<file path="src/sv/slbm_pkg.sv">
// ----------------------------------------------------------------------------
// slbm_pkg
// Types, codes and constants shared by the serial loaded bank mapper.
// ----------------------------------------------------------------------------
package slbm_pkg;

  localparam int OFFSET_W    = 19;
  localparam int CHR_SPAN_W  = 17;
  localparam int BANK_W      = 5;
  localparam int CFG_INDEX_W = 2;
  localparam int CFG_DATA_W  = 5;

  localparam int PRG_OFFSET_BITS_DEFAULT = 19;
  localparam int CHR_OFFSET_BITS_DEFAULT = 17;

  localparam logic [1:0] CMD_WRITE = 2'd0;
  localparam logic [1:0] CMD_PRG   = 2'd1;
  localparam logic [1:0] CMD_CHR   = 2'd2;

  localparam logic [2:0] LOAD_NONE    = 3'd0;
  localparam logic [2:0] LOAD_CONTROL = 3'd1;
  localparam logic [2:0] LOAD_CHR0    = 3'd2;
  localparam logic [2:0] LOAD_CHR1    = 3'd3;
  localparam logic [2:0] LOAD_PRG     = 3'd4;

  localparam logic [1:0] TARGET_CONTROL = 2'd0;
  localparam logic [1:0] TARGET_CHR0    = 2'd1;
  localparam logic [1:0] TARGET_CHR1    = 2'd2;
  localparam logic [1:0] TARGET_PRG     = 2'd3;

  localparam logic [1:0] PRG_MODE_FIX_LOW  = 2'd2;

  localparam logic [CFG_INDEX_W-1:0] CFG_PRG_MASK       = 2'd0;
  localparam logic [CFG_INDEX_W-1:0] CFG_CHR_MASK       = 2'd1;
  localparam logic [CFG_INDEX_W-1:0] CFG_CHR_PRESENT    = 2'd2;
  localparam logic [CFG_INDEX_W-1:0] CFG_INITIAL_MIRROR = 2'd3;

  localparam logic [BANK_W-1:0] PRG_MASK_RESET    = 5'd1;
  localparam logic [BANK_W-1:0] CHR_MASK_RESET    = 5'd1;
  localparam logic              CHR_PRESENT_RESET = 1'b1;
  localparam logic [1:0]        MIRROR_RESET      = 2'd2;
  localparam logic [BANK_W-1:0] PRG_MODE3_BITS    = 5'b01100;

  typedef struct packed {
    logic [1:0]  cmd;
    logic [15:0] address;
    logic [7:0]  value;
  } in_item_t;

  typedef struct packed {
    logic [OFFSET_W-1:0] rom_offset;
    logic                ram_write;
    logic [2:0]          loaded_register;
    logic [1:0]          mirroring;
  } out_item_t;

  typedef struct packed {
    logic [BANK_W-1:0] control;
    logic [BANK_W-1:0] chr_low;
    logic [BANK_W-1:0] chr_high;
    logic [BANK_W-1:0] prg_page;
    logic [BANK_W-1:0] prg_mask;
    logic [BANK_W-1:0] chr_mask;
    logic              chr_present;
  } map_state_t;

endpackage

</file>
<file path="src/sv/serial_loaded_bank_mapper.sv">
// ----------------------------------------------------------------------------
// serial_loaded_bank_mapper
// Cartridge bank mapper with a five-bit serial loader and live lookups.
// ----------------------------------------------------------------------------
// in_valid/in_ready/in_item carry bus accesses: CPU writes, PRG lookups and
// CHR lookups. out_valid/out_ready/out_item return one result per access, in
// order: the ROM byte offset, the work RAM write strobe, the register that a
// fifth serial write loaded and the mirroring field after the access.
// cfg_wen/cfg_index/cfg_data write the bank masks and the CHR ROM flag; a
// write to the initial mirroring register has no effect, reset always takes
// the default mirroring field.
// An accepted access is held in an input register; when it moves on, it is
// translated and the banking state is updated together, and its result is
// captured in the result register, from which it leaves on out_ready.
// The block takes one access every cycle while the receiver keeps up; the
// input register and the result register decouple the two channels, so a
// stalled receiver fills both and then drops in_ready.
// Synchronous reset empties both registers, clears the loader and banks, and
// sets control to PRG mode 3, CHR mode 0 with the reset mirroring field.
// ----------------------------------------------------------------------------
module serial_loaded_bank_mapper #(
  parameter int PRG_OFFSET_BITS = slbm_pkg::PRG_OFFSET_BITS_DEFAULT,
  parameter int CHR_OFFSET_BITS = slbm_pkg::CHR_OFFSET_BITS_DEFAULT
) (
  input  logic                               clk,
  input  logic                               rst,
  input  logic                               in_valid,
  output logic                               in_ready,
  input  slbm_pkg::in_item_t                 in_item,
  output logic                               out_valid,
  input  logic                               out_ready,
  output slbm_pkg::out_item_t                out_item,
  input  logic                               cfg_wen,
  input  logic [slbm_pkg::CFG_INDEX_W-1:0]   cfg_index,
  input  logic [slbm_pkg::CFG_DATA_W-1:0]    cfg_data
);

  logic                              hold_valid;
  slbm_pkg::in_item_t                hold_item;
  logic                              advance;
  slbm_pkg::map_state_t              state;
  logic                              ram_write;
  logic [2:0]                        loaded_register;
  logic [1:0]                        mirroring;
  logic [slbm_pkg::OFFSET_W-1:0]     rom_offset;

  assign advance  = hold_valid && (!out_valid || out_ready);
  assign in_ready = !hold_valid || advance;

  always_ff @(posedge clk) begin
    if (rst) begin
      hold_valid <= 1'b0;
    end else if (in_ready) begin
      hold_valid <= in_valid;
    end
  end

  always_ff @(posedge clk) begin
    if (in_ready && in_valid) begin
      hold_item <= in_item;
    end
  end

  slbm_regs u_regs (
    .clk             (clk),
    .rst             (rst),
    .cfg_wen         (cfg_wen),
    .cfg_index       (cfg_index),
    .cfg_data        (cfg_data),
    .step            (advance),
    .item            (hold_item),
    .state           (state),
    .ram_write       (ram_write),
    .loaded_register (loaded_register),
    .mirroring       (mirroring)
  );

  slbm_xlate #(
    .PRG_OFFSET_BITS (PRG_OFFSET_BITS),
    .CHR_OFFSET_BITS (CHR_OFFSET_BITS)
  ) u_xlate (
    .item       (hold_item),
    .state      (state),
    .rom_offset (rom_offset)
  );

  always_ff @(posedge clk) begin
    if (rst) begin
      out_valid <= 1'b0;
    end else if (advance) begin
      out_valid <= 1'b1;
    end else if (out_ready) begin
      out_valid <= 1'b0;
    end
  end

  // result register, loaded on each transfer out of the input register
  always_ff @(posedge clk) begin
    if (advance) begin
      out_item.rom_offset      <= rom_offset;
      out_item.ram_write       <= ram_write;
      out_item.loaded_register <= loaded_register;
      out_item.mirroring       <= mirroring;
    end
  end

endmodule

</file>
<file path="src/sv/slbm_regs.sv">
// ----------------------------------------------------------------------------
// slbm_regs
// Configuration registers, serial loader and banking registers.
// ----------------------------------------------------------------------------
module slbm_regs (
  input  logic                                   clk,
  input  logic                                   rst,
  input  logic                                   cfg_wen,
  input  logic [slbm_pkg::CFG_INDEX_W-1:0]       cfg_index,
  input  logic [slbm_pkg::CFG_DATA_W-1:0]        cfg_data,
  input  logic                                   step,
  input  slbm_pkg::in_item_t                     item,
  output slbm_pkg::map_state_t                   state,
  output logic                                   ram_write,
  output logic [2:0]                             loaded_register,
  output logic [1:0]                             mirroring
);

  logic [slbm_pkg::BANK_W-1:0] prg_mask;
  logic [slbm_pkg::BANK_W-1:0] chr_mask;
  logic                        chr_present;

  logic [slbm_pkg::BANK_W-1:0] shift_value, shift_value_next;
  logic [2:0]                  shift_count, shift_count_next;
  logic [slbm_pkg::BANK_W-1:0] control, control_next;
  logic [slbm_pkg::BANK_W-1:0] chr_low, chr_low_next;
  logic [slbm_pkg::BANK_W-1:0] chr_high, chr_high_next;
  logic [slbm_pkg::BANK_W-1:0] prg_page, prg_page_next;

  logic                        is_write;
  logic                        in_ram;
  logic                        in_rom;
  logic [slbm_pkg::BANK_W-1:0] shift_merged;

  assign is_write     = (item.cmd == slbm_pkg::CMD_WRITE);
  assign in_ram       = (item.address[15:13] == 3'b011);
  assign in_rom       = item.address[15];
  assign shift_merged = shift_value
                      | (slbm_pkg::BANK_W'(item.value[0]) << shift_count);

  always_ff @(posedge clk) begin
    if (rst) begin
      prg_mask    <= slbm_pkg::PRG_MASK_RESET;
      chr_mask    <= slbm_pkg::CHR_MASK_RESET;
      chr_present <= slbm_pkg::CHR_PRESENT_RESET;
    end else if (cfg_wen) begin
      case (cfg_index)
        slbm_pkg::CFG_PRG_MASK:       prg_mask    <= cfg_data;
        slbm_pkg::CFG_CHR_MASK:       chr_mask    <= cfg_data;
        slbm_pkg::CFG_CHR_PRESENT:    chr_present <= cfg_data[0];
        // initial mirror writes are ignored; reset seeds control from MIRROR_RESET
        slbm_pkg::CFG_INITIAL_MIRROR: ;
        default: ;
      endcase
    end
  end

  always_comb begin
    shift_value_next = shift_value;
    shift_count_next = shift_count;
    control_next     = control;
    chr_low_next     = chr_low;
    chr_high_next    = chr_high;
    prg_page_next    = prg_page;
    loaded_register  = slbm_pkg::LOAD_NONE;
    if (is_write && in_rom) begin
      if (item.value[7]) begin
        shift_value_next = '0;
        shift_count_next = '0;
        control_next     = control | slbm_pkg::PRG_MODE3_BITS;
      end else if (shift_count == 3'd4) begin
        shift_value_next = '0;
        shift_count_next = '0;
        case (item.address[14:13])
          slbm_pkg::TARGET_CONTROL: begin
            control_next    = shift_merged;
            loaded_register = slbm_pkg::LOAD_CONTROL;
          end
          slbm_pkg::TARGET_CHR0: begin
            chr_low_next    = shift_merged;
            loaded_register = slbm_pkg::LOAD_CHR0;
          end
          slbm_pkg::TARGET_CHR1: begin
            chr_high_next   = shift_merged;
            loaded_register = slbm_pkg::LOAD_CHR1;
          end
          default: begin
            prg_page_next   = shift_merged;
            loaded_register = slbm_pkg::LOAD_PRG;
          end
        endcase
      end else begin
        shift_value_next = shift_merged;
        shift_count_next = shift_count + 3'd1;
      end
    end
  end

  assign ram_write = is_write && in_ram;
  assign mirroring = control_next[1:0];

  always_ff @(posedge clk) begin
    if (rst) begin
      shift_value <= '0;
      shift_count <= '0;
      control     <= slbm_pkg::PRG_MODE3_BITS
                   | slbm_pkg::BANK_W'(slbm_pkg::MIRROR_RESET);
      chr_low     <= '0;
      chr_high    <= '0;
      prg_page    <= '0;
    end else if (step) begin
      shift_value <= shift_value_next;
      shift_count <= shift_count_next;
      control     <= control_next;
      chr_low     <= chr_low_next;
      chr_high    <= chr_high_next;
      prg_page    <= prg_page_next;
    end
  end

  always_comb begin
    state.control     = control;
    state.chr_low     = chr_low;
    state.chr_high    = chr_high;
    state.prg_page    = prg_page;
    state.prg_mask    = prg_mask;
    state.chr_mask    = chr_mask;
    state.chr_present = chr_present;
  end

endmodule

</file>
<file path="src/sv/slbm_xlate.sv">
// ----------------------------------------------------------------------------
// slbm_xlate
// PRG and CHR address translation from the current banking state.
// ----------------------------------------------------------------------------
module slbm_xlate #(
  parameter int PRG_OFFSET_BITS = slbm_pkg::PRG_OFFSET_BITS_DEFAULT,
  parameter int CHR_OFFSET_BITS = slbm_pkg::CHR_OFFSET_BITS_DEFAULT
) (
  input  slbm_pkg::in_item_t                 item,
  input  slbm_pkg::map_state_t               state,
  output logic [slbm_pkg::OFFSET_W-1:0]      rom_offset
);

  localparam logic [slbm_pkg::OFFSET_W-1:0] PRG_KEEP =
    slbm_pkg::OFFSET_W'((64'd1 << PRG_OFFSET_BITS) - 64'd1);
  localparam logic [slbm_pkg::CHR_SPAN_W-1:0] CHR_KEEP =
    slbm_pkg::CHR_SPAN_W'((64'd1 << CHR_OFFSET_BITS) - 64'd1);

  logic [1:0]                          prg_mode;
  logic [3:0]                          prg_sel;
  logic [slbm_pkg::BANK_W-1:0]         prg_page16;
  logic [slbm_pkg::OFFSET_W-1:0]       prg_off;
  logic [12:0]                         chr_addr;
  logic [slbm_pkg::BANK_W-1:0]         chr_low_m;
  logic [slbm_pkg::BANK_W-1:0]         chr_bank4k;
  logic [slbm_pkg::CHR_SPAN_W-1:0]     chr_off;
  logic [slbm_pkg::OFFSET_W-1:0]       chr_final;

  assign prg_mode  = state.control[3:2];
  assign prg_sel   = state.prg_page[3:0] & state.prg_mask[3:0];
  assign chr_addr  = item.address[12:0];
  assign chr_low_m = state.chr_low & state.chr_mask;
  assign chr_bank4k = (chr_addr[12] ? state.chr_high : state.chr_low) & state.chr_mask;

  always_comb begin
    prg_page16 = '0;
    if (!item.address[14]) begin
      prg_page16 = (prg_mode == slbm_pkg::PRG_MODE_FIX_LOW) ? '0 : {1'b0, prg_sel};
    end else begin
      prg_page16 = (prg_mode == slbm_pkg::PRG_MODE_FIX_LOW) ? {1'b0, prg_sel}
                                                           : state.prg_mask;
    end
    if (!item.address[15]) begin
      prg_off = '0;
    end else if (!prg_mode[1]) begin
      prg_off = {1'b0, prg_sel[3:1], item.address[14:0]} & PRG_KEEP;
    end else begin
      prg_off = {prg_page16, item.address[13:0]} & PRG_KEEP;
    end
  end

  always_comb begin
    if (!state.control[4]) begin
      chr_off = {chr_low_m[4:1], chr_addr} & CHR_KEEP;
    end else begin
      chr_off = {chr_bank4k, chr_addr[11:0]} & CHR_KEEP;
    end
    if (!state.chr_present) begin
      chr_final = slbm_pkg::OFFSET_W'(chr_addr);
    end else begin
      chr_final = slbm_pkg::OFFSET_W'(chr_off);
    end
  end

  always_comb begin
    case (item.cmd)
      slbm_pkg::CMD_PRG: rom_offset = prg_off;
      slbm_pkg::CMD_CHR: rom_offset = chr_final;
      default:           rom_offset = '0;
    endcase
  end

endmodule
</file>
<file path="config.mk">
export PLATFORM = sky130hd
export DESIGN_NAME = serial_loaded_bank_mapper
export DESIGN_NICKNAME = d
export VERILOG_FILES = /design/src/sv/slbm_pkg.sv /design/src/sv/serial_loaded_bank_mapper.sv /design/src/sv/slbm_regs.sv /design/src/sv/slbm_xlate.sv
export SDC_FILE = /design/constraint.sdc
export NUM_CORES = 1
export LEC_CHECK = 0
export CORE_ASPECT_RATIO = 0.9
export CORE_UTILIZATION = 40
export DETAILED_ROUTE_END_ITERATION = 8
export DONT_BUFFER_PORTS = 1
export PLACE_DENSITY = 0.63
export SLEW_MARGIN = 10
export SYNTH_ARGS = -nofsm -noshare
export SYNTH_HDL_FRONTEND = slang
export SYNTH_SLANG_ARGS = --single-unit
export TNS_END_PERCENT = 30
</file>
<file path="constraint.sdc">
create_clock -name clk -period 1.5 [get_ports clk]
set_input_delay 0 -clock clk [delete_from_list [all_inputs] [get_ports clk]]
set_output_delay 0 -clock clk [all_outputs]
set_load 0.01 [all_outputs]
</file>
==> qor.tcl <==
set qor(final-setup-viol-count) 12
set qor(global_route.usage.met1) 0.231
set qor(cts_tree) {yes}
set qor(seqPwrFrac) 0.591
set qor(initial_utilization) 0.417
set qor(fraction_of_power_spent_switching_nets) 0.242
set qor(post-route-worst-setup-slack_ps) -100
set qor(placed_cell_area_mm2) 0.00397
set qor(worst_slew_margin_rel) 0.612
set qor(vias) 2451
set qor(syn-num-nets) 350
set qor(tightestPinTransition_ps) 579
set qor(synthesis.yosys.warnings) 0
set qor(status) {finished with violations}
set qor(critical_path.cell_chain) {inv_2 -> ha_4 -> nand4_1 -> nor2_2 -> nand2_1 -> mux2_4}
set qor(die-width_um) 102
set qor(grt_antenna_before_repair) 0
set qor(synth_top_area_cell) {edfxtp_1}
set qor(worst_path_largest_cell_delay_ps) 420
set qor(critPathLaunchType) {register}
set qor(yosysTopAreaCellShare) 0.375
set qor(path_class) {reg2reg}
set qor(cellPowerDensity_mw_per_mm2) 950
set qor(critical_path_slowest_stage_cell) {edfxtp_1}
set qor(globalRoute.busiestLayer) {met2}
set qor(multi_input_area_mm2) 0.00141
set qor(final_max_slew_viol_count) 0
set qor(synth.avg_cell_area_um2) 11.9
set qor(h-tree-depth) 3
set qor(dp_hpwl_um) 5360
set qor(r2r-start) {hold_item[25]}
set qor(ys_ff_latch) 85
set qor(synth_top_cells_by_area) {edfxtp_1, dfxtp_1, mux2i_1}
set qor(setup.worst_path.end_class) {register}
set qor(synth_edf_count) 45
set qor(timing.max_cap.violations) 0
set qor(power.clock.fraction) 0.337
set qor(filler_cell_count_in_the_final_layout) 763
set qor(design_area_mm2) 0.00461
set qor(finalCritPeriodShare) 1.07
set qor(failing_checks) {negative hold slack, negative setup slack}
set qor(pwr-share-comb) 0.073
set qor(synth_sequential_area_ratio) 0.597
set qor(arrival_ps) 1720
set qor(cts.sink_count) 85
set qor(power.ir.vdd_worst_uv) 531
set qor(r2r_setup_slack_ps) -100
set qor(critical_path_required_ps) 1610
set qor(grt_pass1_vias) 2425
set qor(post_synth_most_frequent_cells) {edfxtp_1, dfxtp_1, nor2_1}
set qor(ys_async_sr_fraction) 0
set qor(drc_errors) 0
set qor(synthMostInstantiatedCell) {edfxtp_1}
set qor(pin_count) 65
set qor(worst-r2r-cell-count) 6
set qor(antennaDiodeCount) 0
set qor(critical_path_peak_fanout) 3
set qor(postSynthCellCount) 302
set qor(clock_tree.buffer_depth) 2
set qor(largest_net_degree_at_the_start_of_global_routing) 37
set qor(grt.met3_usage) 0.0640
set qor(timing.hold.ws_ps) -293
set qor(globalRouteOverflowTotal) 0
set qor(cts.root.buffer_cell) {clkbuf_8}
set qor(clk_transition_reported_paths_ps) 90
set qor(p_sw_w) 0.00106
set qor(cts-hold-fix-buffers) 37
set qor(skew_ps) 10.5
set qor(worst_hold_path_class) {in2reg}
set qor(grt_first_pass_wirelength_um) 12400
set qor(rows) 32
set qor(avgRoutedWirePerCell_um) 15.4
set qor(die_height_um) 92.0
set qor(place.gp.congestion) 0.766
set qor(drive_above_1_share) 0.214
set qor(final_cells) 497
set qor(postRouteWirelength_um) 7630
set qor(register_area_mm2) 0.00215
set qor(total_leakage_power_nw) 1.83
set qor(grt_setup_unrepaired) {yes}
set qor(mappedNetlistArea_mm2) 0.00360
set qor(place.detailed.instances) 444
set qor(summed_negative_setup_slack_over_all_endpoints_ps) -313
set qor(netlist-cell-type-count) 46
set qor(tritoncts.num_buffers) 9
set qor(worst_skew_pair.late_latency_ps) 360
set qor(maxClockFrequency_ghz) 0.625
set qor(fin_crit_ps) 1600
set qor(drt_iter0_markers) 73
set qor(internal_dissipation_w) 0.00332
set qor(grt.total_usage) 0.180
set qor(route.antenna.remaining_nets) 0
set qor(critical_path.reg2reg.endpoint) {out_item[1]}
set qor(core_mm2) 0.00865
set qor(routed_via_density) 4.93
set qor(die-area_mm2) 0.00939
set qor(synth_flop_cell) {edfxtp_1}
set qor(crit_path_end) {out_item[1]}
set qor(met2_layer_usage_reported_by_global_route) 0.281
set qor(critPathLaunch) {hold_item[25]}
set qor(drt-pass1-iter-count) 4
set qor(buffer_ports.inserted) 0
set qor(area_growth_pct) 27.9
set qor(timing_hold_violations_final) 19
set qor(pre_cts_slack_ps) -159
set qor(nets) 421
==> layout make-up <==
type,instances,share of cell area
Sequential cell,85,0.467
Multi-Input combinational cell,194,0.307
Timing Repair Buffer,71,0.146
Tap cell,119,0.0323
Clock buffer,10,0.0277
Clock inverter,6,0.0103
Inverter,12,0.00977
==> kinds of logic (layout without fill, tap and decap cells) <==
group,after synthesis,in the layout,synth area share
adders and majority gates,10,10,0.0347
and+or+nand+nor,113,113,0.186
muxes,24,24,0.0674
DFF,85,85,0.597
AOI/OAI and AO/OA,47,47,0.0802
buffers and inverters,23,99,0.0340
==> worst min-delay path by stage <==
| stage | from | end | slack, ps | depth (start not counted) |
|---|---|---|---|---|
| after detailed placement | rst | u_regs.shift_count[1] | 80 | 1 |
| final | rst | u_regs.chr_low[2] | -290 | 1 |
| after floorplan | in_item[0] | hold_item[0] | 100 | 0 |
| after global routing | rst | u_regs.chr_low[2] | -320 | 1 |
| after CTS | rst | u_regs.shift_count[2] | -320 | 1 |
| after global placement | rst | u_regs.shift_count[2] | 80 | 1 |
==> registers in the layout (all words and copies together) (netlist names) <==
| name | cells |
|---|---|
| u_regs.chr_mask | 5 |
| hold_item | 20 |
| u_regs.prg_mask | 5 |
| out_item | 25 |
| u_regs.shift_count | 3 |
| u_regs.chr_present | 1 |
| u_regs.chr_high | 5 |
| u_regs.chr_low | 5 |
| hold_valid | 1 |
| u_regs.control | 5 |
| out_valid | 1 |
| u_regs.shift_value | 5 |
| u_regs.prg_page | 4 |
==> worst max-delay path, delay by kind of cell (launching register included) <==
family	cells	cell delay (ps)
multiplexers	1	310
buffers and inverters	1	110
AND/OR/NAND/NOR	3	380
adder cells (fa/ha/maj)	1	140
flip-flops	1	420
==> power by group through the flow <==
stage	sequential (W)	combinational, W	clock (W)
2_1_floorplan	0.00263	0.000157	0
3_3_place_gp	0.00264	0.000234	0
3_5_place_dp	0.00264	0.000237	0
4_1_cts	0.00259	0.000315	0.00151
5_1_grt	0.00260	0.000350	0.00161
6_report	0.00259	0.000318	0.00147
==> repair_timing <==
item	CTS	global route
pin swaps	8	2
gates resized for setup	18	9
buffers inserted	1	1
hold endpoints to repair	55	19
setup endpoints to repair	40	50
==> layer usage <==
layer,vias to the layer above,share of wire
met5,-,0
met4,0,0.010
met3,11,0.057
met2,57,0.47
met1,1151,0.47
li1,1232,-
==> through the flow <==
stage,utilization,total power (W)
2_1_floorplan,-,0.00279
3_3_place_gp,0.459,0.00287
3_5_place_dp,0.459,0.00288
4_1_cts,0.530,0.00442
5_1_grt,0.533,0.00456
6_report,0.533,0.00438
==> cell usage in the layout, fill, tap and decap left out, types with 4 or more instances in the layout <==
cell type / netlist / routed
nand4_1: 5 / 5
clkbuf_8: 0 / 9
edfxtp_1: 45 / 45
o21ai_0: 4 / 4
inv_1: 11 / 9
ha_1: 10 / 8
nand3b_1: 7 / 7
dfxtp_1: 40 / 40
buf_4: 2 / 28
dlygate4sd3_1: 0 / 37
mux2i_1: 22 / 22
nand3_1: 6 / 5
a21oi_1: 15 / 14
o21ai_1: 9 / 9
nand2_1: 14 / 12
nand4_4: 4 / 4
nor2_1: 36 / 35
and2_1: 19 / 18
No activity file was read; power rests on OpenSTA's default activity.
